**src/hdl/text_terminal_cell_writer_macros.svh**
```systemverilog
// Assertion macros used by the text terminal cell writer RTL (ttcw_engine).
// The macros expect signals named clk and rst_n in the including module.
`ifndef TEXT_TERMINAL_CELL_WRITER_MACROS_SVH
`define TEXT_TERMINAL_CELL_WRITER_MACROS_SVH

// A condition that must hold at every clock edge out of reset.
`define TTCW_ASSERT_ALWAYS(label, cond, msg) \
    label: assert property (@(posedge clk) disable iff (!rst_n) (cond)) \
        else $error(msg);

// A consequence that must hold in the same cycle as its antecedent.
`define TTCW_ASSERT_IMP(label, ante, cons, msg) \
    label: assert property (@(posedge clk) disable iff (!rst_n) (ante) |-> (cons)) \
        else $error(msg);

// A consequence that must hold in the cycle after its antecedent.
`define TTCW_ASSERT_NEXT(label, ante, cons, msg) \
    label: assert property (@(posedge clk) disable iff (!rst_n) (ante) |=> (cons)) \
        else $error(msg);

`endif

```
**src/hdl/ttcw_pkg.sv**
```systemverilog
// Package for the text terminal cell writer: payload types, codes and defaults.
// No dependencies; ttcw_regs, ttcw_engine, the top level and the testbench import it.
package ttcw_pkg;

    localparam int DEF_COLUMNS = 80;
    localparam int DEF_ROWS    = 25;

    localparam int KIND_W  = 2;
    localparam int CHAR_W  = 8;
    localparam int ATTR_W  = 8;
    localparam int IDX_W   = 11;
    localparam int WORD_W  = ATTR_W + CHAR_W;
    localparam int PADDR_W = 3;
    localparam int PDATA_W = 32;

    localparam logic [KIND_W-1:0] KIND_PUT   = 2'd0;
    localparam logic [KIND_W-1:0] KIND_READ  = 2'd1;
    localparam logic [KIND_W-1:0] KIND_CLEAR = 2'd2;

    localparam logic [CHAR_W-1:0] CH_BACKSPACE = 8'd8;
    localparam logic [CHAR_W-1:0] CH_NEWLINE   = 8'd10;
    localparam logic [CHAR_W-1:0] CH_SPACE     = 8'd32;

    localparam logic [ATTR_W-1:0] RESET_ATTR = 8'd7;

    // Register index of the attribute register on the configuration port.
    localparam logic REG_TEXT_ATTRIBUTE = 1'b0;

    typedef struct packed {
        logic [KIND_W-1:0] kind;
        logic [CHAR_W-1:0] char_code;
        logic [IDX_W-1:0]  cell_index;
    } cmd_item_t;

    typedef struct packed {
        logic [WORD_W-1:0] cell_word;
        logic [IDX_W-1:0]  cursor_index;
    } rsp_item_t;

endpackage

```
**src/hdl/ttcw_regs.sv**
```systemverilog
// APB-style configuration port holding the text attribute register.
// Depends on ttcw_pkg for widths, the register index and the reset value.
module ttcw_regs
    import ttcw_pkg::*;
(
    input  logic               clk,
    input  logic               rst_n,
    input  logic               psel,
    input  logic               penable,
    input  logic               pwrite,
    input  logic [PADDR_W-1:0] paddr,
    input  logic [PDATA_W-1:0] pwdata,
    output logic [PDATA_W-1:0] prdata,
    output logic               pready,
    output logic [ATTR_W-1:0]  text_attribute
);

    logic [ATTR_W-1:0] attr_reg;
    logic [ATTR_W-1:0] attr_next;
    logic              hit;

    // Registers sit on word boundaries, so bit 2 upward selects the register.
    assign hit    = (paddr[PADDR_W-1:2] == {(PADDR_W-2){REG_TEXT_ATTRIBUTE}});
    assign pready = 1'b1;

    always_comb
    begin
        attr_next = attr_reg;
        if (psel && penable && pwrite && pready && hit)
        begin
            attr_next = pwdata[ATTR_W-1:0];
        end
    end

    always_comb
    begin
        prdata = '0;
        if (hit)
        begin
            prdata = PDATA_W'(attr_reg);
        end
    end

    always_ff @(posedge clk or negedge rst_n)
    begin
        if (!rst_n)
        begin
            attr_reg <= RESET_ATTR;
        end
        else
        begin
            attr_reg <= attr_next;
        end
    end

    assign text_attribute = attr_reg;

endmodule

```
**config.mk**
```make
export PLATFORM = sky130hd
export DESIGN_NAME = ttcw_regs
export DESIGN_NICKNAME = d
export VERILOG_FILES = /design/src/hdl/text_terminal_cell_writer_macros.svh /design/src/hdl/ttcw_pkg.sv /design/src/hdl/ttcw_regs.sv
export SDC_FILE = /design/constraint.sdc
export NUM_CORES = 1
export LEC_CHECK = 0
export BUFFER_PORTS_ARGS = -buffer_cell sky130_fd_sc_hd__buf_4
export CAP_MARGIN = 5
export CELL_PAD_IN_SITES_DETAIL_PLACEMENT = 0
export CELL_PAD_IN_SITES_GLOBAL_PLACEMENT = 1
export CORE_UTILIZATION = 18
export CTS_BUF_LIST = sky130_fd_sc_hd__clkbuf_8
export CTS_CLUSTER_DIAMETER = 80
export CTS_CLUSTER_SIZE = 12
export DETAILED_ROUTE_END_ITERATION = 6
export PLACE_DENSITY = 0.89
export RECOVER_POWER = 25
export SLEW_MARGIN = 20
export SYNTH_ARGS = -nofsm -noshare
export SYNTH_HDL_FRONTEND = slang
export SYNTH_SLANG_ARGS = --single-unit
```
**constraint.sdc**
```tcl
create_clock -name clk -period 0.8 [get_ports clk]
set_input_delay 0.08 -clock clk [delete_from_list [all_inputs] [get_ports clk]]
set_output_delay 0.08 -clock clk [all_outputs]
set_load 0.03 [all_outputs]
```
==> After elaboration in Yosys (flattened, before gate mapping) <==
Cells that the tools add are included.
{ "totals": {"register_bits": 8, "latch_bits": 0, "mem_bits_rw": 0, "mem_bits_ro": 0, "in_bits": 40, "output_inout_bits": 41, "memories": 0} }
{ "op_classes": {"addsub": 0, "multipliers": 0, "div_mod_pow": 0, "n_lt_le_gt_ge": 0, "eq_ne": 0, "shifts": 0, "muxes": 1, "bitwise": 1, "reduce_logical": 3} }
{ "op_table": {"columns": ["operator", "count"], "rows": [
  ["2-to-1 mux 8 bit", 1],
  ["logical AND 1 bit", 3],
  ["NOT 1 bit", 1]
]} }

==> Depth between registers and ports, before layout <==
Gate-level depths: netlist of the first run.
{ "depth": {"ltp_word": 3, "ltp_mapped": 2} }

==> Worst setup path before layout of the first run <==
No wires, ideal clock.
{ "synth_path": {"path_kind": "flip-flop to output port", "start": "reg attr_reg[0], in the netlist text_attribute[0]", "end": "out prdata[0]", "t_arrival_ps": 864, "required_time_ps": 720, "slack_ps": -144, "path_stages_with_launch": 2, "cell_sequence": "dfstp_2 -> and2b_2"} }
{ "synth_via": {"elab_chain_cells": 1} }
{ "synth_rtl": {"columns": ["item", "line_no", "source"], "rows": [
  ["start: declaration", "ttcw_regs.sv:18", "logic [ATTR_W-1:0] attr_reg;"],
  ["start signal: assignment", "ttcw_regs.sv:52", "attr_reg <= attr_next;"],
  ["2-to-1 mux 8 bit", "ttcw_regs.sv:38", "if (hit)"],
  ["end: declaration", "ttcw_regs.sv:13", "output logic [PDATA_W-1:0] prdata,"]
]} }
Every way passes these cells.

==> Worst setup path in the final report of the first run <==
{ "layout_path": {"start": "reg attr_reg[2], in the netlist text_attribute[2]", "end": "out prdata[2]"} }
Same word-level chain as after synthesis.

==> results of run 1 <==
[layout make-up]
type                            instances  area (um2)  share of cell area (%)
Clock buffer                            3        41.3                    4.24
Clock inverter                          1        3.75                   0.386
Multi-Input combinational cell         42         297                    30.5
Sequential cell                         8         210                    21.6
Tap cell                               44        55.1                    5.66
Timing Repair Buffer                   38         367                    37.7
[metrics by stage]
stage,worst slack (ns),std cells
after detailed placement,-0.161,124
after floorplan,-0.144,75
after CTS,-0.322,135
after global placement,-0.113,124
final,-0.323,136
after global routing,-0.354,136
[cells by family after synthesis]
family        Yosys count
mux                     8
simple gates            9
other cells             2
flops                   8
buf+inv                25
[power groups by stage]
stage | registers, mW | logic [mW] | clock network [mW]
floorplan | 0.779 | 0.536 | 0
global placement | 0.605 | 0.924 | 0
detailed placement | 0.609 | 0.940 | 0
CTS | 0.596 | 1.20 | 0.520
global route | 0.613 | 1.29 | 0.551
finish | 0.601 | 1.23 | 0.498
[worst max path at each step]
stage,depth (start not counted),end,slack [ns]
finish,2,prdata[2],-0.32
detailed placement,3,text_attribute[3],-0.16
CTS,2,prdata[0],-0.32
floorplan,1,prdata[0],-0.14
global route,2,prdata[0],-0.35
global placement,3,text_attribute[5],-0.11
[cells in the mapped netlist]
cell	number
and2b_2	8
nand4b_4	1
mux2_2	8
buf_4	25
conb_1	2
dfrtp_1	5
dfstp_2	3
[routing by layer]
layer  track usage [%]  share of wire (%)  vias up
li1                  -                  -      197
met1              9.04                 41      202
met2              14.9                 50       33
met3              2.86                8.7        0
met4              3.06                  0        0
met5                 0                  0        -
[timing repair]
| action | 4_1_cts | 5_1_grt |
|---|---|---|
| hold buffers | 1 | 0 |
| endpoints found under the hold margin | 8 | 0 |
| resized for setup | 19 | 3 |
| buffers inserted | 6 | 1 |
| cloned | 0 | 0 |
| endpoints found under the setup margin | 16 | 21 |
==> metrics.csv, run 1 <==
metric;value;unit
violations;setup timing;
syn_to_final_growth;67.0;%
r2r_slack;-0.09;ns
drt_iter0_markers;9;
fmax;0.890;GHz
setup_tns;-3.99;ns
ys_seq_area_share;35.0;%
die_h;58.9;um
cp_max_fo;3;
synth_top_area_share;32.2;%
start_util;19.1;%
hold_viol;0;
synth_area_leader_cell;buf_4;
crit_buf_inv;1;
synth_seq_cells;8;
synth_area_leaders;buf_4 (32%), dfrtp_1 (21%), mux2_2 (15%);
dpl.hpwl;1060;um
ant_nets;0;
core_area;3050;um2
tritoncts;built;
grt_overflow;0;
power_frac_seq;25.8;%
netlist_instances;52;
worstHoldPathType;input pin to flip-flop;
vdd_ir_drop_max;0.976;mV
antenna_cells;0;
switching_share;37.6;%
final_core_util;31.9;%
startpoint_type;flip-flop;
drt-vias-per-instance;3.18;
finalCriticalPeriod;1.12;ns
leakage;0.518;nW
n_fill_cell;334;
p_sw;0.875;mW
final_common_cell;conb_1;
drive_above_1_share;69.6;%
r2r_start;text_attribute[6];
clk_pin_slew;0.04;ns
grt_start_max_net_pins;9;
critPathRequiredTime;0.72;ns
path_delay_family;flip-flops;
syn_area_per_cell;11.2;um2
worst_skew_pair.late_latency;0.23;ns
die_x;58.9;um
grt_pass1_vias;454;
crit_arrival;1.04;ns
finalCritPeriodShare;140;%
status;complete, but fails checks;
worstRegToRegCells;2;
grt_util_all_layers;8.34;%
gp_congestion;0.676;
rows;20;
io_pins;81;
root_buffer;clkbuf_8;
synth_cell_type_count;7;
p_total;2.33;mW
grt_pass1_wl;2040;um
synth_compound_area_share;0;%
synth_area;583;um2
crit_slowest_cell;dfstp_2;
clockBufferDepth;2;
crit_chain;and2b_2, buf_6;
fin_area;973;um2
powerDensity;2390;nW/um2
portBuffers;29;
synth_adder_area_share;0;%
setup_ws;-0.323;ns
numClockSinks;8;
cts_buffers;3;
postPlaceCellArea;787;um2
min-delay-start;pwdata[4];
yosys-mux-area-fraction;15.5;%
power.share.clock;21.4;%
critical-path-max-stage-delay;0.55;ns
setup_viol;21;
endpoint_kind;primary output;
worstSetupStartpoint;text_attribute[2];
rsz0062_at_grt;true;
critPathKind;flip-flop to primary output;
layout.nets;133;
reg2reg_to;text_attribute[6];
internal-power;1.45;mW
drc_errors;0;
dieArea;3470;um2
slew_viol_final;0;
detail_route.wl_per_cell;9.88;um
power_frac_comb;52.8;%
vias;432;
maxCapViolations;0;
htreeDepth;1;
dr.pass1.iters;2;
synth-xor-area-share;0;%
whs;0.0842;ns
antenna_found_initial;0;
yosys.area_share.simple;16.1;%
largest_reg_flops;8;
whs_endpoint;text_attribute[4];
synth_top_family_by_area;buffers and inverters;
postRouteWirelength;1340;um
holdPathStages;2;
final_cell_mix;conb_1 (25), buf_6 (22), buf_4 (14);
yosys_warnings;0;
skew;0;ns
No activity file was read; power rests on OpenSTA's default activity.
==> inputs of run 2 (changes only) <==
Settings changed: REMOVE_ABC_BUFFERS from default to 1.
==> run 2 against run 1 <==
Compared with the run above:
- the flow still finishes with violations (setup timing)
- maximum frequency is 1.8% higher
- global-route usage is 1.4 points lower
- via count is 0.46% lower
- clock-buffer cell count stayed put
- combinational power is 6% higher
- non-clock buffer count is 2 higher
- clock power is 4% lower
- die area stayed put
- flip-flop and latch count stayed put
- clock skew stayed put
- critical path type unchanged
- highest routed layer is now met4
==> metrics.csv, run 2 (same netlist as run 1, synthesis figures left out) <==
metric;value;unit;change
antenna_cells;0;;unchanged
setup_ws;-0.304;ns;+0.0195 ns
skew;0;ns;unchanged
clk_pin_slew;0.04;ns;about the same
htreeDepth;1;;unchanged
crit_arrival;1.02;ns;-0.02 ns
final_core_util;32.8;%;+0.90 points
cp_max_fo;2;;-1
worstHoldPathType;input pin to flip-flop;;
grt_start_max_net_pins;9;;unchanged
min-delay-start;pwdata[4];;
grt_pass1_vias;404;;-11%
whs;0.0862;ns;+0.00196 ns
hold_viol;0;;unchanged
drive_above_1_share;64.9;%;-4.7 points
rsz0062_at_grt;true;;
syn_to_final_growth;71.7;%;
worst_skew_pair.late_latency;0.22;ns;about the same
root_buffer;clkbuf_8;;
grt_pass1_wl;1730;um;-15%
ant_nets;0;;unchanged
setup_viol;20;;-4.8%
rows;20;;unchanged
die_x;58.9;um;unchanged
startpoint_type;flip-flop;;
grt_overflow;0;;unchanged
detail_route.wl_per_cell;8.85;um;-10%
die_h;58.9;um;unchanged
critPathKind;flip-flop to primary output;;
core_area;3050;um2;unchanged
postPlaceCellArea;792;um2;+0.64%
p_total;2.37;mW;+1.8%
cts_buffers;3;;unchanged
final_cell_mix;conb_1 (25), buf_6 (25), buf_4 (13);;
antenna_found_initial;0;;unchanged
dpl.hpwl;880;um;-17%
finalCriticalPeriod;1.10;ns;-0.0195 ns
r2r_start;text_attribute[1];;
n_fill_cell;302;;-9.6%
dr.pass1.iters;2;;unchanged
numClockSinks;8;;unchanged
slew_viol_final;0;;unchanged
postRouteWirelength;1220;um;-9.2%
dieArea;3470;um2;unchanged
drt_iter0_markers;4;;-5
powerDensity;2370;nW/um2;-0.96%
layout.nets;135;;+1.5%
worstSetupStartpoint;text_attribute[1];;
drt-vias-per-instance;3.12;;-1.9%
vias;430;;-0.46%
fin_area;1000;um2;+2.8%
worstRegToRegCells;3;;+1
start_util;19.1;%;unchanged
grt_util_all_layers;6.92;%;-1.4 points
largest_reg_flops;8;;unchanged
fmax;0.906;GHz;+1.8%
holdPathStages;2;;unchanged
portBuffers;29;;unchanged
violations;setup timing;;
gp_congestion;0.581;;-14%
maxCapViolations;0;;unchanged
clockBufferDepth;2;;unchanged
dpl_worst_slack;-0.0852;ns;+0.0758 ns
io_pins;81;;unchanged
tritoncts;built;;
leakage;0.546;nW;+5.5%
vdd_ir_drop_max;0.449;mV;-54%
r2r_slack;-0.10;ns;about the same
status;complete, but fails checks;;
critPathRequiredTime;0.72;ns;about the same
endpoint_kind;primary output;;
finalCritPeriodShare;138;%;-2.4 points
drc_errors;0;;unchanged
-- run 2: stage by stage --
stage / cells / TNS (ns)
2_1_floorplan: 50 / -1.30
3_3_place_gp: 128 / -0.709
3_5_place_dp: 128 / -0.865
4_1_cts: 136 / -3.69
5_1_grt: 138 / -4.39
6_report: 138 / -3.82
-- run 2: cell type report --
type	count	area (um2)	area share, %
timing repair buffer	40	393	39.3
multi-input combinational	42	304	30.4
sequential	8	204	20.4
tap	44	55.1	5.50
clock buffer	3	41.3	4.13
clock inverter	1	3.75	0.375
-- run 2: worst paths after layout --
path / to
max: prdata[1]
min: text_attribute[4]
max reg2reg: text_attribute[1]
min reg2reg: text_attribute[6]
max in group asynchronous: text_attribute[1]
min in group asynchronous: text_attribute[7]
-- run 2: report_power, final --
part | leakage [nW] | switching (mW) | internal [mW]
sequential | 0.0915 | 0.0754 | 0.522
combinational | 0.428 | 0.650 | 0.647
clock | 0.0269 | 0.147 | 0.331
-- run 2: routing by layer --
metal,global-route usage [%],share of wire (%),wire length (um),vias up
met5,0,0,0,-
met4,6.12,1.9,23,0
met3,1.54,6.7,82,2
met2,13.1,56,684,35
met1,5.94,35,430,196
li1,-,-,-,197
-- run 2: repair_timing --
item,in CTS,in global routing
setup buffers,3,2
endpoints found under the hold margin,8,0
resized for setup,26,6
endpoints found under the setup margin,17,23
pin swaps,0,0
hold buffers,1,0
-- run 2: worst max-delay path: stages (launching register included) --
cell     delay, ns
dfstp_2       0.53
and2b_2       0.15
buf_6         0.12
