--- config.mk ---
export PLATFORM = sky130hd
export DESIGN_NAME = ttcw_engine
export DESIGN_NICKNAME = d
export VERILOG_FILES = /design/src/hdl/ttcw_pkg.sv /design/src/hdl/ttcw_engine.sv
export VERILOG_INCLUDE_DIRS = /design/src /design/src/hdl
export SDC_FILE = /design/constraint.sdc
export NUM_CORES = 1
export LEC_CHECK = 0
export ABC_AREA = 1
export BUFFER_PORTS_ARGS = -buffer_cell sky130_fd_sc_hd__buf_2
export CORE_MARGIN = 2
export CORE_UTILIZATION = 25
export DETAILED_ROUTE_END_ITERATION = 16
export GPL_ROUTABILITY_DRIVEN = 0
export GPL_TIMING_DRIVEN = 0
export SYNTH_ARGS = -nofsm -noshare
export SYNTH_HDL_FRONTEND = slang
export SYNTH_SLANG_ARGS = --single-unit
--- constraint.sdc ---
create_clock -name clk -period 3.8 [get_ports clk]
set_clock_uncertainty 0.05 [all_clocks]
set_input_delay 0.57 -clock clk [delete_from_list [all_inputs] [get_ports clk]]
set_output_delay 0.57 -clock clk [all_outputs]
set_load 0.02 [all_outputs]
--- src/hdl/text_terminal_cell_writer_macros.svh ---
// Assertion macros used by the text terminal cell writer RTL (ttcw_engine).
// The macros expect signals named clk and rst_n in the including module.
`ifndef TEXT_TERMINAL_CELL_WRITER_MACROS_SVH
`define TEXT_TERMINAL_CELL_WRITER_MACROS_SVH

// A condition that must hold at every clock edge out of reset.
`define TTCW_ASSERT_ALWAYS(label, cond, msg) \
    label: assert property (@(posedge clk) disable iff (!rst_n) (cond)) \
        else $error(msg);

// A consequence that must hold in the same cycle as its antecedent.
`define TTCW_ASSERT_IMP(label, ante, cons, msg) \
    label: assert property (@(posedge clk) disable iff (!rst_n) (ante) |-> (cons)) \
        else $error(msg);

// A consequence that must hold in the cycle after its antecedent.
`define TTCW_ASSERT_NEXT(label, ante, cons, msg) \
    label: assert property (@(posedge clk) disable iff (!rst_n) (ante) |=> (cons)) \
        else $error(msg);

`endif

--- src/hdl/ttcw_pkg.sv ---
// Package for the text terminal cell writer: payload types, codes and defaults.
// No dependencies; ttcw_regs, ttcw_engine, the top level and the testbench import it.
package ttcw_pkg;

    localparam int DEF_COLUMNS = 80;
    localparam int DEF_ROWS    = 25;

    localparam int KIND_W  = 2;
    localparam int CHAR_W  = 8;
    localparam int ATTR_W  = 8;
    localparam int IDX_W   = 11;
    localparam int WORD_W  = ATTR_W + CHAR_W;
    localparam int PADDR_W = 3;
    localparam int PDATA_W = 32;

    localparam logic [KIND_W-1:0] KIND_PUT   = 2'd0;
    localparam logic [KIND_W-1:0] KIND_READ  = 2'd1;
    localparam logic [KIND_W-1:0] KIND_CLEAR = 2'd2;

    localparam logic [CHAR_W-1:0] CH_BACKSPACE = 8'd8;
    localparam logic [CHAR_W-1:0] CH_NEWLINE   = 8'd10;
    localparam logic [CHAR_W-1:0] CH_SPACE     = 8'd32;

    localparam logic [ATTR_W-1:0] RESET_ATTR = 8'd7;

    // Register index of the attribute register on the configuration port.
    localparam logic REG_TEXT_ATTRIBUTE = 1'b0;

    typedef struct packed {
        logic [KIND_W-1:0] kind;
        logic [CHAR_W-1:0] char_code;
        logic [IDX_W-1:0]  cell_index;
    } cmd_item_t;

    typedef struct packed {
        logic [WORD_W-1:0] cell_word;
        logic [IDX_W-1:0]  cursor_index;
    } rsp_item_t;

endpackage

--- src/hdl/ttcw_engine.sv ---
// Terminal sequencer: cursor, screen store accesses, clearing sweep and result queue.
// Depends on ttcw_pkg and on text_terminal_cell_writer_macros.svh for assertions.
`include "text_terminal_cell_writer_macros.svh"

module ttcw_engine
    import ttcw_pkg::*;
#(
    parameter int COLUMNS = DEF_COLUMNS,
    parameter int ROWS    = DEF_ROWS
) (
    input  logic                             clk,
    input  logic                             rst_n,
    input  logic                             cmd_valid,
    output logic                             cmd_ready,
    input  cmd_item_t                        cmd,
    output logic                             rsp_valid,
    input  logic                             rsp_ready,
    output rsp_item_t                        rsp,
    input  logic [ATTR_W-1:0]                text_attribute,
    output logic                             mem_we,
    output logic [$clog2(ROWS*COLUMNS)-1:0]  mem_waddr,
    output logic [WORD_W-1:0]                mem_wdata,
    output logic [$clog2(ROWS*COLUMNS)-1:0]  mem_raddr,
    input  logic [WORD_W-1:0]                mem_rdata
);

    localparam int CELLS = ROWS * COLUMNS;
    localparam int AW    = $clog2(CELLS);
    localparam int CW    = $clog2(COLUMNS);
    localparam int RW    = $clog2(ROWS);

    typedef enum logic [2:0] {
        ST_CLEAR = 3'b001,
        ST_IDLE  = 3'b010,
        ST_READ  = 3'b100
    } state_t;

    state_t            state_reg, state_next;
    logic [CW-1:0]     col_reg, col_next;
    logic [RW-1:0]     row_reg, row_next;
    logic [AW-1:0]     clr_cnt_reg, clr_cnt_next;
    logic [ATTR_W-1:0] clr_attr_reg, clr_attr_next;
    logic              rd_ok_reg, rd_ok_next;

    rsp_item_t         out_reg, out_next;
    rsp_item_t         skid_reg, skid_next;
    logic              out_valid_reg, out_valid_next;
    logic              skid_valid_reg, skid_valid_next;

    logic              accept;
    logic              pop;
    logic              push;
    logic [WORD_W-1:0] push_word;
    logic              go_next_row;
    logic [CW:0]       col_inc;
    logic [RW:0]       row_inc;
    logic              at_row_end;
    logic              last_row;
    logic [CW-1:0]     col_bs;
    logic [CW-1:0]     wr_col;
    logic [AW-1:0]     wr_pos;
    logic [AW-1:0]     pos_next;
    logic [IDX_W+AW-1:0] idx_ext;
    logic [IDX_W+AW-1:0] pos_ext;
    logic              idx_in_range;

    assign cmd_ready = (state_reg == ST_IDLE) && !skid_valid_reg;
    assign accept    = cmd_valid && cmd_ready;
    assign pop       = out_valid_reg && rsp_ready;

    assign col_inc    = {1'b0, col_reg} + 1'b1;
    assign row_inc    = {1'b0, row_reg} + 1'b1;
    assign at_row_end = (col_inc == (CW+1)'(COLUMNS));
    assign last_row   = (row_inc == (RW+1)'(ROWS));
    assign col_bs     = (col_reg != '0) ? col_reg - 1'b1 : col_reg;
    assign wr_col     = (cmd.char_code == CH_BACKSPACE) ? col_bs : col_reg;
    assign wr_pos     = AW'(row_reg) * AW'(COLUMNS) + AW'(wr_col);
    assign pos_next   = AW'(row_next) * AW'(COLUMNS) + AW'(col_next);

    assign idx_ext      = (IDX_W+AW)'(cmd.cell_index);
    assign idx_in_range = (idx_ext < (IDX_W+AW)'(CELLS));
    assign pos_ext      = (IDX_W+AW)'(pos_next);
    assign mem_raddr    = idx_ext[AW-1:0];

    always_comb
    begin
        state_next    = state_reg;
        col_next      = col_reg;
        row_next      = row_reg;
        clr_cnt_next  = clr_cnt_reg;
        clr_attr_next = clr_attr_reg;
        rd_ok_next    = rd_ok_reg;
        mem_we        = 1'b0;
        mem_waddr     = wr_pos;
        mem_wdata     = {text_attribute, cmd.char_code};
        push          = 1'b0;
        push_word     = '0;
        go_next_row   = 1'b0;

        case (state_reg)
            ST_CLEAR:
            begin
                mem_we    = 1'b1;
                mem_waddr = clr_cnt_reg;
                mem_wdata = {clr_attr_reg, CH_SPACE};
                if (clr_cnt_reg == AW'(CELLS - 1))
                begin
                    clr_cnt_next = '0;
                    state_next   = ST_IDLE;
                end
                else
                begin
                    clr_cnt_next = clr_cnt_reg + 1'b1;
                end
            end
            ST_IDLE:
            begin
                if (accept)
                begin
                    case (cmd.kind)
                        KIND_PUT:
                        begin
                            push = 1'b1;
                            if (cmd.char_code == CH_NEWLINE)
                            begin
                                go_next_row = 1'b1;
                            end
                            else if (cmd.char_code == CH_BACKSPACE)
                            begin
                                col_next  = col_bs;
                                mem_we    = 1'b1;
                                mem_wdata = {text_attribute, CH_SPACE};
                            end
                            else
                            begin
                                mem_we = 1'b1;
                                if (at_row_end)
                                begin
                                    go_next_row = 1'b1;
                                end
                                else
                                begin
                                    col_next = col_inc[CW-1:0];
                                end
                            end
                            // Running off the last row homes the cursor and blanks
                            // the screen with the attribute in force now.
                            if (go_next_row)
                            begin
                                col_next = '0;
                                if (last_row)
                                begin
                                    row_next      = '0;
                                    clr_attr_next = text_attribute;
                                    state_next    = ST_CLEAR;
                                end
                                else
                                begin
                                    row_next = row_inc[RW-1:0];
                                end
                            end
                        end
                        KIND_READ:
                        begin
                            rd_ok_next = idx_in_range;
                            state_next = ST_READ;
                        end
                        KIND_CLEAR:
                        begin
                            push          = 1'b1;
                            col_next      = '0;
                            row_next      = '0;
                            clr_attr_next = text_attribute;
                            state_next    = ST_CLEAR;
                        end
                        default:
                        begin
                            push = 1'b1;
                        end
                    endcase
                end
            end
            ST_READ:
            begin
                push       = 1'b1;
                push_word  = rd_ok_reg ? mem_rdata : '0;
                state_next = ST_IDLE;
            end
            default:
            begin
                state_next = ST_IDLE;
            end
        endcase
    end

    // Two-entry result queue; the skid entry fills only while the head stalls.
    always_comb
    begin
        out_next        = out_reg;
        skid_next       = skid_reg;
        out_valid_next  = out_valid_reg;
        skid_valid_next = skid_valid_reg;
        if (pop)
        begin
            out_next        = skid_reg;
            out_valid_next  = skid_valid_reg;
            skid_valid_next = 1'b0;
        end
        if (push)
        begin
            if (!out_valid_next)
            begin
                out_valid_next         = 1'b1;
                out_next.cell_word     = push_word;
                out_next.cursor_index  = pos_ext[IDX_W-1:0];
            end
            else
            begin
                skid_valid_next        = 1'b1;
                skid_next.cell_word    = push_word;
                skid_next.cursor_index = pos_ext[IDX_W-1:0];
            end
        end
    end

    always_ff @(posedge clk or negedge rst_n)
    begin
        if (!rst_n)
        begin
            state_reg      <= ST_CLEAR;
            col_reg        <= '0;
            row_reg        <= '0;
            clr_cnt_reg    <= '0;
            clr_attr_reg   <= RESET_ATTR;
            out_valid_reg  <= 1'b0;
            skid_valid_reg <= 1'b0;
        end
        else
        begin
            state_reg      <= state_next;
            col_reg        <= col_next;
            row_reg        <= row_next;
            clr_cnt_reg    <= clr_cnt_next;
            clr_attr_reg   <= clr_attr_next;
            out_valid_reg  <= out_valid_next;
            skid_valid_reg <= skid_valid_next;
        end
    end

    always_ff @(posedge clk)
    begin
        rd_ok_reg <= rd_ok_next;
        out_reg   <= out_next;
        skid_reg  <= skid_next;
    end

    assign rsp_valid = out_valid_reg;
    assign rsp       = out_reg;

    `TTCW_ASSERT_IMP(a_queue_no_overflow, push, !(skid_valid_reg && !pop), "result queue overflow")
    `TTCW_ASSERT_ALWAYS(a_cursor_in_range, ({1'b0, col_reg} < (CW+1)'(COLUMNS)) && ({1'b0, row_reg} < (RW+1)'(ROWS)), "cursor outside the screen")
    `TTCW_ASSERT_IMP(a_home_while_clearing, state_reg == ST_CLEAR, (col_reg == '0) && (row_reg == '0), "cursor not home during clear sweep")
    `TTCW_ASSERT_NEXT(a_read_returns, accept && (cmd.kind == KIND_READ), push && (state_reg == ST_READ), "read produced no result")

endmodule

# [Yosys cells after proc, flatten, opt, wreduce, memory -nomap -nowiden]
# Index checks and enable logic that the tools add are counted.
[classes] mul=2 n_eq_ne=17 reduce_logical=11 muxes=53 n_addsub=6 n_lt_le_gt_ge=1
[op_table] cell="$mux W27" n=3
[op_table] cell="$mux W7" n=8
[op_table] cell="$mux W8" n=6
[op_table] cell="$mux W16" n=2
[op_table] cell="$pmux W16 S2" n=1
[op_table] cell="$add A11 B7 Y11" n=2
[op_table] cell="$mux W11" n=2
[op_table] cell="$mux W5" n=4
[op_table] cell="$eq A8 B4 Y1 const B" n=2
[op_table] cell="$mux W1" n=16
[op_table] cell="$pmux W8 S2" n=1
[op_table] cell="$mul A5 B3 Y7 const B" n=2
[op_table] cell="$pmux W7 S2" n=1
[op_table] cell="$mux W3" n=4
[op_table] cell="$add A11 B1 Y11 const B" n=1
[op_table] cell="$eq A11 B11 Y1 const B" n=1
[op_table] cell="$lt A11 B11 Y1 const B" n=1
[op_table] cell="$pmux W5 S2" n=1
[op_table] cell="$reduce_and A5 Y1" n=2
[op_table] cell="$pmux W3 S3" n=1
[op_table] cell="$add A7 B1 Y8 const B" n=1
[op_table] cell="$eq A8 B7 Y1 const B" n=1
[op_table] cell="$ne A2 B2 Y1 const B" n=4
[op_table] cell="$reduce_bool A7 Y1" n=1
[op_table] cell="18 further kinds" n=22
[word_totals] in_bits=49 register_bits=91 output_inout_bits=68 wordCells=102

# [Logic depth before layout (Yosys ltp)]
# Gate-level depths: netlist (run 1).
[depth] depth_word=16 mapped_depth=24 depth_no_buf=24

# [Worst setup path after synthesis (run 1)]
# No wires, ideal clock.
[synth_path] path_type="input-to-output" from="in cmd[18] (netlist bit)" to="out mem_waddr[10]" cell_stages=16 arrival_time_ps=3151 path_buffers=1 required_time_ps=3180 slack_ps=29 path_cell_list="nor2_1 > nor3b_2 > nand3_1 > buf_2 > inv_1 > o21ai_0 > o21a_1 > ha_1 > inv_1 > fa_1 > nor2_1 > o21ai_0 > or2_2 > nor2_1 > xor2_1 > o21ai_0"
[synth_via] elab_chain_len=4
[synth_lines] item="start: declaration" line_no="ttcw_engine.sv:15" source="input cmd_item_t cmd,"
[synth_lines] item="$eq A8 B4 Y1" line_no="ttcw_engine.sv:76" source="assign wr_col = (cmd.char_code == CH_BACKSPACE) ? col_bs : col_reg;"
[synth_lines] item="$mux W7" line_no="ttcw_engine.sv:76"
[synth_lines] item="$add A11 B7 Y11" line_no="ttcw_engine.sv:77" source="assign wr_pos = AW'(row_reg) * AW'(COLUMNS) + AW'(wr_col);"
[synth_lines] item="$mux W11" line_no="ttcw_engine.sv:100" source="case (state_reg)"
[synth_lines] item="end: declaration" line_no="ttcw_engine.sv:21" source="output logic [$clog2(ROWS*COLUMNS)-1:0] mem_waddr,"
# No other way between the ends.

# [Worst setup path after layout (run 1)]
[layout_path] from="reg col_reg[1]" to="out mem_waddr[10]"
[layout_via] elab_chain_len=5 word_cells_on_any_way=6 cone_classes="add/sub: 2; mux: 3; reduce/logical: 1"
[layout_lines] item="start: declaration" line_no="ttcw_engine.sv:39" source="logic [CW-1:0] col_reg, col_next;"
[layout_lines] item="start signal: assignment" line_no="ttcw_engine.sv:241" source="col_reg <= col_next;"
[layout_lines] item="$sub A7 B1 Y7 / $reduce_bool A7 Y1 (equally long branches)" line_no="ttcw_engine.sv:75" source="assign col_bs = (col_reg != '0) ? col_reg - 1'b1 : col_reg;"
[layout_lines] item="$mux W7" line_no="ttcw_engine.sv:75"
[layout_lines] item="$mux W7 (*)" line_no="ttcw_engine.sv:76"
[layout_lines] item="$add A11 B7 Y11 (*)" line_no="ttcw_engine.sv:77"
[layout_lines] item="$mux W11 (*)" line_no="ttcw_engine.sv:100"
# Every way passes the cells marked *; elsewhere a longest branch is shown, timed or not.

==> results of run 1 <==
metal layers:
| metal | up-vias | global-route usage | share of wire |
|---|---|---|---|
| met2 | 109 | 0.202 | 0.47 |
| met4 | 0 | 0.0224 | 0.0070 |
| met1 | 2162 | 0.167 | 0.47 |
| met3 | 7 | 0.0337 | 0.050 |
| li1 | 2457 | - | - |
| met5 | - | 0 | 0 |
Yosys cell counts (7+ instances only):
cell,number
sky130_fd_sc_hd__nand2_1,163
sky130_fd_sc_hd__dfrtp_1,32
sky130_fd_sc_hd__o21ai_0,40
sky130_fd_sc_hd__o21ai_2,9
sky130_fd_sc_hd__nor2_1,73
sky130_fd_sc_hd__buf_4,11
sky130_fd_sc_hd__buf_2,7
sky130_fd_sc_hd__ha_1,24
sky130_fd_sc_hd__a31oi_1,24
sky130_fd_sc_hd__nand2_4,7
sky130_fd_sc_hd__clkbuf_1,11
sky130_fd_sc_hd__inv_1,70
sky130_fd_sc_hd__a21oi_1,14
sky130_fd_sc_hd__xor2_1,20
sky130_fd_sc_hd__inv_2,10
sky130_fd_sc_hd__edfxtp_1,28
sky130_fd_sc_hd__nand3_1,30
sky130_fd_sc_hd__nor3_1,8
sky130_fd_sc_hd__dfxtp_1,27
cell usage in the layout, fill, tap and decap left out, types with 20 or more instances in the layout:
cell | Yosys | routed
sky130_fd_sc_hd__dfrtp_1 | 32 | 30
sky130_fd_sc_hd__xor2_1 | 20 | 20
sky130_fd_sc_hd__a31oi_1 | 24 | 24
sky130_fd_sc_hd__edfxtp_1 | 28 | 28
sky130_fd_sc_hd__nand2_1 | 163 | 161
sky130_fd_sc_hd__dfxtp_1 | 27 | 27
sky130_fd_sc_hd__o21ai_0 | 40 | 30
sky130_fd_sc_hd__nor2_1 | 73 | 68
sky130_fd_sc_hd__nand3_1 | 30 | 29
sky130_fd_sc_hd__inv_1 | 70 | 66
sky130_fd_sc_hd__ha_1 | 24 | 22
sky130_fd_sc_hd__buf_4 | 11 | 27
sky130_fd_sc_hd__buf_2 | 7 | 116
worst max-delay path: stages (launching register included):
cell and delay (ns):
sky130_fd_sc_hd__dfrtp_2 0.46, sky130_fd_sc_hd__inv_4 0.10, sky130_fd_sc_hd__ha_4 0.15, sky130_fd_sc_hd__nand2_2 0.05, sky130_fd_sc_hd__xor2_1 0.13, sky130_fd_sc_hd__o21ai_1 0.18
sky130_fd_sc_hd__o21a_1 0.16, sky130_fd_sc_hd__ha_2 0.18, sky130_fd_sc_hd__inv_2 0.04, sky130_fd_sc_hd__fa_2 0.37, sky130_fd_sc_hd__nor2_2 0.11, sky130_fd_sc_hd__o21ai_2 0.06
sky130_fd_sc_hd__or2_4 0.24, sky130_fd_sc_hd__nor2_4 0.08, sky130_fd_sc_hd__xor2_1 0.15, sky130_fd_sc_hd__o21ai_1 0.09, sky130_fd_sc_hd__buf_4 0.18
power by group:
part | leakage (nW) | total (mW) | switching (mW) | internal [mW]
Clock | 0.140 | 0.856 | 0.403 | 0.453
Combinational | 2.16 | 0.0655 | 0.0358 | 0.0297
Sequential | 0.876 | 1.00 | 0 | 1.00
repair_timing:
item / in CTS / in global routing
hold buffers: 0 / 0
setup endpoints to repair: 6 / 9
gates resized for setup: 11 / 31
setup buffers: 6 / 7
pin swaps: 2 / 6
through the flow:
stage	setup TNS, ns	instance area [um^2]
2_1_floorplan	0	5400
3_3_place_gp	-1.05	6300
3_5_place_dp	-0.880	6330
4_1_cts	-0.0428	6680
5_1_grt	-0.0919	6810
6_report	0	6810
final timing paths:
kind | to | cells past startpoint
max in group asynchronous | col_reg[3] | 1
worst max-delay path | mem_waddr[10] | 16
worst max register to register | rsp[9] | 21
min in group clk | clr_attr_reg[0] | 3
worst min-delay path | clr_attr_reg[3] | 1
worst min register to register | rsp[12] | 2
kinds of logic (layout without fill, tap and decap cells):
| kind of cell | after synthesis | after routing | share of synthesized area |
|---|---|---|---|
| AO/OA/AOI/OAI | 109 | 109 | 0.122 |
| XOR/XNOR | 23 | 23 | 0.0373 |
| adder cells (fa/ha/maj) | 28 | 28 | 0.0705 |
| buffers and inverters | 113 | 255 | 0.0906 |
| flip-flops | 91 | 91 | 0.424 |
| AND/OR/NAND/NOR | 306 | 306 | 0.256 |
cell type report:
class / count / area, um^2 / area share
timing repair buffer: 126 / 691 / 0.101
clock buffer: 10 / 229 / 0.0336
clock inverter: 6 / 46.3 / 0.00680
tap: 275 / 344 / 0.0506
multi-input combinational: 466 / 2710 / 0.397
buffer: 32 / 188 / 0.0276
sequential: 91 / 2290 / 0.336
inverter: 81 / 313 / 0.0460
==> results, run 1 <==
- The die span in y is about 150 um.
- For this run, the detailed router's first-pass iteration total came to 4.
- The H-tree level count is 3.
- The DRC marker count from the first detailed-route iteration is ~270.
- The floorplan core area is 21100 um^2.
- The overall via count from detail_route is around 4700.
- The synthesized design contains between 90 and 100 register bits.
- In the synthesized netlist the dominant register cell turns out to be sky130_fd_sc_hd__dfrtp_1.
- The worst hold slack is 0.271 ns.
- For flop-to-flop paths, the worst setup slack is approximately 0.24 ns.
- In the global route stage, overall resource usage came out at 0.124.
- The critical-path maximum fanout is 4.
- The largest net degree at the start of global routing is 37.
- By startpoint and endpoint, the worst setup path is classified as flop to primary output.
- The share of synthesized area occupied by flip-flops and latches is 0.424.
- The total nets after synthesis is 747.
- The clock tree from TritonCTS is built.
- The via count of the first global-routing pass is 4331.
- The fraction of final layout cells with drive strength greater than 1 is 0.289.
- The total inserted antenna cells is 0.
- The count of maximum capacitance violations is 0.
- The analysis attributes to cell leakage a power of about 3.2 nW.
- The final design utilization is 0.323.
- The count of pins on the block boundary is between 100 and 150.
- Relative to the synthesized area, the layout overhead comes to 26.0%.
- The portion of the clock cycle consumed by the worst path in the final layout is 0.975.
- The largest voltage drop on the vdd net is between 0.00015 and 0.0002 V.
- The die is approximately 150 um wide.
- Summing internal, switching and leakage power gives between 1.5 and 2 mW.
- Clock latency on the worst-skew pair, taken at its later pin, is 0.35 ns.
- The wire length after detailed routing is ~14000 um.
- The run finished with clean final reports.
- The initial antenna violation count is 0.
- The sum of overflow across all layers after global routing is 0.
- The relative slew slack is 0.435.
- The first global-routing pass estimated between 20000 and 25000 um of wire.
- The final antenna-violating net count is 0.
- In the post-route analysis, the smallest setup slack over all paths is between 0.09 and 0.1 ns.
- The clock passes through at most 2 buffers.
- After detailed routing, the average wire length per cell comes to 13.0 um.
- The max-slew violation total from the final report was 0.
- By area the synthesized netlist is led by sky130_fd_sc_hd__edfxtp_1 16%, sky130_fd_sc_hd__dfrtp_1 15%, sky130_fd_sc_hd__nand2_1 11%.
- The number of synthesized flops with an enable pin is 28.
- The tightest min-delay check is of the input port to async pin type.
- The final standard cell count with taps included and fillers excluded is 1087.
- In the routed design, unresolved DRC markers number 0.
- The placement-stage worst setup slack is -0.271 ns.
- The number of vias per cell is ~4.4.
- The worst setup path is launched from a flop.
- Setup violations remaining at the end of the flow were counted as 0.
- The async set-or-reset flop fraction in the synthesized netlist is 0.396.
- Counting the fill cells in the layout gives 2286.
- The cell accounting for the most synthesized area is sky130_fd_sc_hd__edfxtp_1.
- Buffers inserted during clock tree synthesis total 9.
- After technology mapping, the gate count stands at 670.
- The slew at the pin closest to its max-slew limit is approximately 0.85 ns.
- Of the post-synthesis cell area, the dominant cell type holds 0.156.
- The synthesized netlist contains between 40 and 50 unique library cells.
- Summing every instance area after synthesis gives ~5400 um^2.
- The number of standard-cell rows in the floorplan is 53.
- The number of hold violations in the final report was 0.
- The synthesized area per cell is about 8.1 um^2.
- The initial core utilization is 0.256.
- The maximum frequency from static timing analysis is ~270 MHz.
- The final net count is roughly 900.
- Power spread over the standard cell area amounts to roughly 280 nW/um^2.
- The startpoint identified for the worst register-to-register timing path is col_reg[1].
- The floorplan step defined a die boundary enclosing between 20000 and 25000 um^2.
- For the worst setup path, the data arrival time is 3.09 ns.
- The yosys synthesis warning count is 0.
- In this run the tool buffered the top-level ports with between 100 and 150 buffer cells.
- The critical path required time is between 3 and 4 ns.
- Clock-pin slew was measured on the worst setup and hold paths at 0.07 ns.
- Including well taps, the total number of placed cells is ~1100.
- The CTS sink count is 91.
- Setup repair after global routing could not meet its margin everywhere.
- Clock tree synthesis selected as its root buffer the cell sky130_fd_sc_hd__clkbuf_16.
- The sort of element at the end of the critical path is a primary output.
- The HPWL after detailed placement is around 11000 um.
- The clock period could shrink to approximately 3.7 ns.
- The critical path launch point is col_reg[1].
No activity file was read; power rests on OpenSTA's default activity.
==> inputs of run 2 (changes only) <==
Clock period 3.8 ns to 4.3 ns, I/O delays scaled along.
==> run 2 against run 1 <==
Against the previous run: largest power group unchanged; combinational power down 12%; routed wire length down 1.3%; worst hold slack better by 0.076 ns; first-iteration DRC count up 6.0%; sequential power down 12%; final cell count down 1.1%; total power down 12%; sequential share of layout area up 0.78 points; core utilization down 0.74 points; critical endpoint unchanged.
==> results, run 2 (synthesized netlist as in run 1, its figures left out) <==
- The fraction of final layout cells with drive strength greater than 1 is 0.261.
- The number of hold violations in the final report is 0.
- For this run, the slowest stage of the critical path takes 0.40 ns.
- The slowest cell on the critical path is sky130_fd_sc_hd__fa_1.
- The critical path launch point is cmd[14].
- The detailed router placed approximately 4700 vias in this run.
- STA puts the critical path data arrival time at ~3.4 ns.
- Hold repair after CTS inserted 0 buffers.
- At the placement stage, the worst setup path has a slack of 0.0793 ns.
- STA classifies the critical path startpoint as an input port.
- The clock-pin slew of the registers on the worst-case setup and hold paths is 0.07 ns.
- The final-report setup violation count is 0.
- The number of standard-cell rows in the floorplan is 53.
- The root buffer cell chosen for the clock tree is sky130_fd_sc_hd__clkbuf_16.
- For the worst setup path, the data required time is approximately 3.6 ns.
- The clock drives between 90 and 100 sinks.
- The largest net degree at the start of global routing is 37.
- The number of vias per cell is 4.34.
- The final antenna-violating net count is 0.
- For this block, the initial DRC count from the detailed router was ~280.
- The category of the most critical setup path is input port to primary output.
- The count of buffers added on input and output ports is 112.
- The count of pins on the block boundary is ~120.
- The gate family responsible for the most delay along the worst path is buffers and inverters.
- Once routing completed, OpenROAD measured the worst setup slack at 0.197 ns.
- The finished cells cover 6650 um^2.
- The slew at the pin closest to its max-slew limit is 0.854 ns.
- The max-slew violation total from the final report is 0.
- The initial antenna violation count is 0.
- The critical path goes through buf_2 > inv_1 > nor3_1 > nand3_2 > buf_6 > clkinvlp_4 > o21ai_1 > o21a_1 > ha_1 > inv_1 > fa_1 > nor2_1 > o21ai_0 > or2_2 > nor2_1 > xor2_1 > o21ai_0 > buf_4.
- For this design the static power due to leakage is ~3.1 nW.
- The sort of element at the end of the critical path is a primary output.
- The maximum frequency from static timing analysis is ~240 MHz.
- TritonCTS built the clock tree.
- The run finished with clean final reports.
- In the final routed layout, each cell accounts on average for 13.0 um.
- The number of fill cells in the layout is 2288.
- The H-tree generated during clock tree synthesis spans 3 levels.
- The number of placed instances, taps included, is about 1100.
- The number of buffer and inverter stages on the critical path is 6.
- The initial core utilization is 0.256.
- Summed over all layers, the global routing overflow is 0.
- The die covers about 23000 um^2.
- The min-delay analysis places its worst path in the category input port to async pin.
- The area growth from synthesis to layout is 23.2%.
- At the end of the flow the core is filled with cells to 0.315.
- In the finished design, the share of the clock period the worst path needs comes to 0.954.
- The die span in y is ~150 um.
- The horizontal die dimension is between 150 and 200 um.
- The worst-case IR drop observed on VDD is 0.000173 V.
- In the layout the commonest cells are 163 x sky130_fd_sc_hd__nand2_1, 117 x sky130_fd_sc_hd__buf_2, 72 x sky130_fd_sc_hd__nor2_1.
- 0 antenna diodes ended up in the layout.
- The register-to-register setup slack is between 0.5 and 0.6 ns.
- The floorplan core area is about 21000 um^2.
- The first-pass GRT wire length is between 20000 and 25000 um.
- The HPWL after detailed placement is between 10000 and 15000 um.
- The final critical-path required period is 4.10 ns.
- The relative slew slack is 0.431.
- The total power density per cell area is around 260 nW/um^2.
- The later pin in the worst-skew pair is clocked with a latency of ~0.35 ns.
- The final standard cell count with taps included and fillers excluded is 1075.
- The commonest non-fill, non-tap cell in the layout is sky130_fd_sc_hd__nand2_1.
- The total clock buffers created by CTS is 9.
- Summing all placed instances gives a cell area of between 6000 and 7000 um^2.
- The via count of the first global-routing pass is ~4300.
- The clock tree buffer depth is 2.
- Of all nets on the critical path, the largest fanout is 10.
- The count of unresolved DRC violations after routing is 0.
- The tool flagged a number of max-cap violations equal to 0.
- The wire length after detailed routing is ~14000 um.
- Before antenna repair, the detailed router went through 4 iterations.
- The final net count is a little under 900.
- In the global route stage, overall resource usage came out at 0.124.
- Summing internal, switching and leakage power gives ~1.7 mW.
- The launch point of the worst reg-to-reg path is col_reg[1].
==> run 2: cell count changes in the layout (fill, tap and decap cells not counted), moves of 2 or more <==
cell,previous run,this run
sky130_fd_sc_hd__inv_1,66,68
sky130_fd_sc_hd__o21ai_0,30,39
sky130_fd_sc_hd__nor2_4,8,5
sky130_fd_sc_hd__nor2_1,68,72
sky130_fd_sc_hd__nand2_2,6,4
sky130_fd_sc_hd__buf_4,27,13
sky130_fd_sc_hd__o21ai_1,10,4
sky130_fd_sc_hd__o21ai_2,12,9
sky130_fd_sc_hd__nand2_1,161,163
==> run 2: final cells by class <==
| class | instances | area [um^2] | area share |
|---|---|---|---|
| buffer | 32 | 191 | 0.0288 |
| clock buffer | 10 | 229 | 0.0344 |
| clock inverter | 6 | 46.3 | 0.00696 |
| inverter | 81 | 310 | 0.0467 |
| multi-input combinational | 466 | 2640 | 0.397 |
| sequential | 91 | 2290 | 0.344 |
| tap | 275 | 344 | 0.0517 |
| timing repair buffer | 114 | 598 | 0.0899 |
==> run 2: report_power, final <==
part,leakage (nW),switching [mW],total (mW),internal [mW]
sequential,0.876,0,0.884,0.884
clock,0.140,0.358,0.758,0.400
combinational,2.11,0.0314,0.0574,0.0261
total,3.12,0.389,1.70,1.31
==> run 2: worst paths after layout <==
check | to | cells after the start
min in group clk | rsp[11] | 2
max in group asynchronous | col_reg[0] | 1
hold reg to reg | rsp[11] | 2
hold / removal | clr_attr_reg[3] | 1
setup / recovery | mem_waddr[10] | 18
setup reg to reg | rsp[9] | 20
==> run 2: layer usage <==
| metal | vias to the layer above | wire length [um] | GRT usage |
|---|---|---|---|
| met1 | 2124 | 6550 | 0.166 |
| met3 | 8 | 681 | 0.0337 |
| met5 | - | 0 | 0 |
| li1 | 2440 | - | - |
| met2 | 96 | 6640 | 0.202 |
| met4 | 0 | 91 | 0.0224 |
==> run 2: metrics by stage <==
stage               setup TNS (ns)  hold slack [ns]
floorplan                        0            0.299
global route              -0.00771            0.412
detailed placement               0            0.420
global placement                 0            0.416
finish                           0            0.347
CTS                              0            0.366
==> run 2: what timing repair did <==
item,in CTS,in global routing
buffers inserted,0,1
gates resized for setup,0,14
hold endpoints to repair,0,0
endpoints found under the setup margin,0,3
==> run 2: worst reg2reg max path: stages (launching register included) <==
cell and delay, ns:
sky130_fd_sc_hd__dfrtp_2 0.46, sky130_fd_sc_hd__ha_1 0.24, sky130_fd_sc_hd__nand3_2 0.12, sky130_fd_sc_hd__clkinv_1 0.07, sky130_fd_sc_hd__nand2_1 0.05, sky130_fd_sc_hd__nand2_1 0.06
sky130_fd_sc_hd__nand2_1 0.10, sky130_fd_sc_hd__nor2_4 0.05, sky130_fd_sc_hd__nand3_4 0.09, sky130_fd_sc_hd__nand2_4 0.08, sky130_fd_sc_hd__nand2_4 0.09, sky130_fd_sc_hd__inv_2 0.07
sky130_fd_sc_hd__o21ai_0 0.58, sky130_fd_sc_hd__ha_1 0.35, sky130_fd_sc_hd__ha_1 0.21, sky130_fd_sc_hd__inv_1 0.07, sky130_fd_sc_hd__fa_1 0.42, sky130_fd_sc_hd__nor2_1 0.14
sky130_fd_sc_hd__xor2_1 0.21, sky130_fd_sc_hd__nor2_1 0.08, sky130_fd_sc_hd__a31oi_1 0.13
==> inputs of run 3 (changes only) <==
Settings changed: PLACE_DENSITY set to 0.53.
==> run 3 against run 2 <==
Against the previous run: die area did not move; maximum frequency rose by 1.2%; largest power group unchanged; highest routed layer unchanged; clock-buffer cell count rose by 1.
==> results, run 3 (synthesized netlist as in run 1, its figures left out) <==
- The run finished with clean final reports.
- For this run, the total global-route usage over all layers was measured as 0.128.
- The final layout contains approximately 870 nets.
- The relative slew slack is 0.413.
- In the routed layout, each cell is associated on average with a via count of approximately 4.4.
- Walking the worst path, the cells encountered are inv_4 > ha_2 > nand2_1 > xor2_1 > o21ai_2 > o21a_1 > ha_1 > inv_1 > fa_2 > nor2_1 > o21ai_0 > or2_2 > nor2_2 > xor2_1 > o21ai_0 > buf_2.
- The via count of the first global-routing pass is around 4400.
- The area of the die is 22800 um^2.
- The final antenna-violating net count is 0.
- The path class of the tightest hold or removal check is input port to async pin.
- In the layout the commonest cells are 163 x sky130_fd_sc_hd__nand2_1, 118 x sky130_fd_sc_hd__buf_2, 71 x sky130_fd_sc_hd__nor2_1.
- Across the run, the number of max-cap violations was 0.
- The largest net degree at the start of global routing is 37.
- The area growth from synthesis to layout is 23.2%.
- The design area is ~6700 um^2.
- The worst stage delay on the critical path is approximately 0.45 ns.
- Clock latency on the worst-skew pair, taken at its later pin, is 0.35 ns.
- Counting I/O delays and the setup requirement, the final critical path takes around 4.1 ns.
- The fraction of final layout cells with drive strength greater than 1 is 0.264.
- Before antenna repair, the detailed router went through 5 iterations.
- During I/O placement, the number of pins put on the boundary was 117.
- The H-tree level count is 3.
- The end point of the critical path is mem_waddr[10].
- Setup repair after global routing left no endpoint under its margin.
- The clock net in this run drives a total of approximately 90 sinks.
- The slew at the pin closest to its max-slew limit is a little under 0.9 ns.
- In the final layout, flip-flops and latches occupy between 2000 and 2500 um^2.
- The slowest cell on the critical path is sky130_fd_sc_hd__dfrtp_2.
- The wire length after detailed routing is between 10000 and 15000 um.
- By startpoint and endpoint, the worst setup path is classified as flop to primary output.
- After detailed placement, the total cell area comes to between 6000 and 7000 um^2.
- Across all register-to-register paths, the minimum setup slack is approximately 0.48 ns.
- The total clock buffers created by CTS is 9.
- The worst setup path is captured at a primary output.
- The HPWL after detailed placement is roughly 11000 um.
- The number of cell instances on the worst register-to-register path is 20.
- The clock tree buffer depth is 2.
- The worst hold slack is between 0.3 and 0.4 ns.
- The CTS root buffer is sky130_fd_sc_hd__clkbuf_16.
- The clock-pin slew of the registers on the worst-case setup and hold paths is about 0.070 ns.
- The hold buffer count at CTS is 0.
- The leakage component of the power is about 3.1 nW.
- The number of hold violations in the final report came to 0.
- The overall via count from detail_route is 4723.
- In this run the horizontal extent of the chip is approximately 150 um.
- Setup violations remaining at the end of the flow were counted as 0.
- The critical-path maximum fanout is 7.
- In this run the standard cell core region covers between 20000 and 25000 um^2.
- The floorplan step set the die height to between 150 and 200 um.
- In the final layout, the multi-input gates occupy about 2700 um^2.
- The launch point of the worst reg-to-reg path is col_reg[0].
- After filler insertion, the fill cell instance count of the layout stands at ~2300.
- The number of antenna diodes in the final layout is 0.
- The detailed router finished its first iteration with roughly 250 violations.
- The critical path required time is 3.61 ns.
- For this run, design rule violations remaining after detail routing come to 0.
- During placement, the flow inserted port buffers numbering between 100 and 150.
- The initial core utilization is 0.256.
- The clock tree from TritonCTS is built.
- In this run the critical register-to-register path is captured at rsp[9].
- The average routed wire per standard cell is 13.2 um.
- The initialized floorplan defines 53 standard-cell rows.
- The largest voltage drop on the vdd net is roughly 0.00018 V.
- The max-slew violation total from the final report is 0.
- The data arrival time of the worst path is approximately 3.4 ns.
- The startpoint type of the worst setup path is a flop.
- The initial antenna violation count is 0.
- The first-pass GRT wire length is approximately 23000 um.
- The most critical setup path has its startpoint at col_reg[0].
- Global routing finished with a remaining overflow of 0.
- The portion of the clock cycle consumed by the worst path in the final layout is 0.943.
- The library cell used most frequently in the layout, excluding fill and tap cells, is sky130_fd_sc_hd__nand2_1.
- In this run the power density over the cells is 261 nW/um^2.
- For this run, the top clock speed supported by timing is approximately 250 MHz.
-- run 3: power by group --
| part | internal (mW) | switching, mW |
|---|---|---|
| Combinational | 0.0261 | 0.0319 |
| Sequential | 0.884 | 0 |
| Clock | 0.433 | 0.365 |
-- run 3: final cells by class --
class | instances | share of cell area
multi-input combinational | 466 | 0.399
sequential | 91 | 0.344
timing repair buffer | 113 | 0.0854
tap | 275 | 0.0517
inverter | 81 | 0.0466
clock buffer | 11 | 0.0382
buffer | 32 | 0.0288
clock inverter | 5 | 0.00621
-- run 3: through the flow --
stage	setup WS (ns)	total power, mW	instances	util	setup TNS (ns)
6_report	0.245	1.74	1074	0.316	0
3_3_place_gp	0.0113	0.960	1057	0.299	0
2_1_floorplan	0.379	0.924	670	-	0
4_1_cts	0.0342	1.77	1073	0.313	0
5_1_grt	0.0182	1.81	1074	0.316	0
3_5_place_dp	-0.0145	0.961	1057	0.299	-0.0145
-- run 3: how the worst min path moves through the flow --
| stage | start | endpoint |
|---|---|---|
| after CTS | rst_n | clr_attr_reg[3] |
| after global routing | rst_n | clr_attr_reg[3] |
| after detailed placement | rsp[12] | rsp[12] |
| after floorplan | rst_n | clr_attr_reg[3] |
| after global placement | clr_attr_reg[5] | clr_attr_reg[5] |
| final | rst_n | clr_attr_reg[3] |
-- run 3: timing repair --
item                       4_1_cts  5_1_grt
buffers inserted                 0        1
setup endpoints to repair        1        3
pin swaps                        0        2
gates resized for setup          2       14
-- run 3: metal layers --
layer / part of all wire / GRT usage / vias to the layer above
met5: 0 / 0 / -
li1: - / - / 2431
met1: 0.49 / 0.175 / 2181
met2: 0.46 / 0.204 / 98
met4: 0.011 / 0.0318 / 0
met3: 0.042 / 0.0292 / 13
-- run 3: worst max-delay path, delay by kind of cell, from the launching register on --
family,cells,cell delay [ns]
AOI/OAI and AO/OA,4,0.66
xor gates and xnor gates,2,0.22
adders and majority gates,3,0.72
buffers and inverters,3,0.39
DFF,1,0.45
and+or+nand+nor,4,0.57
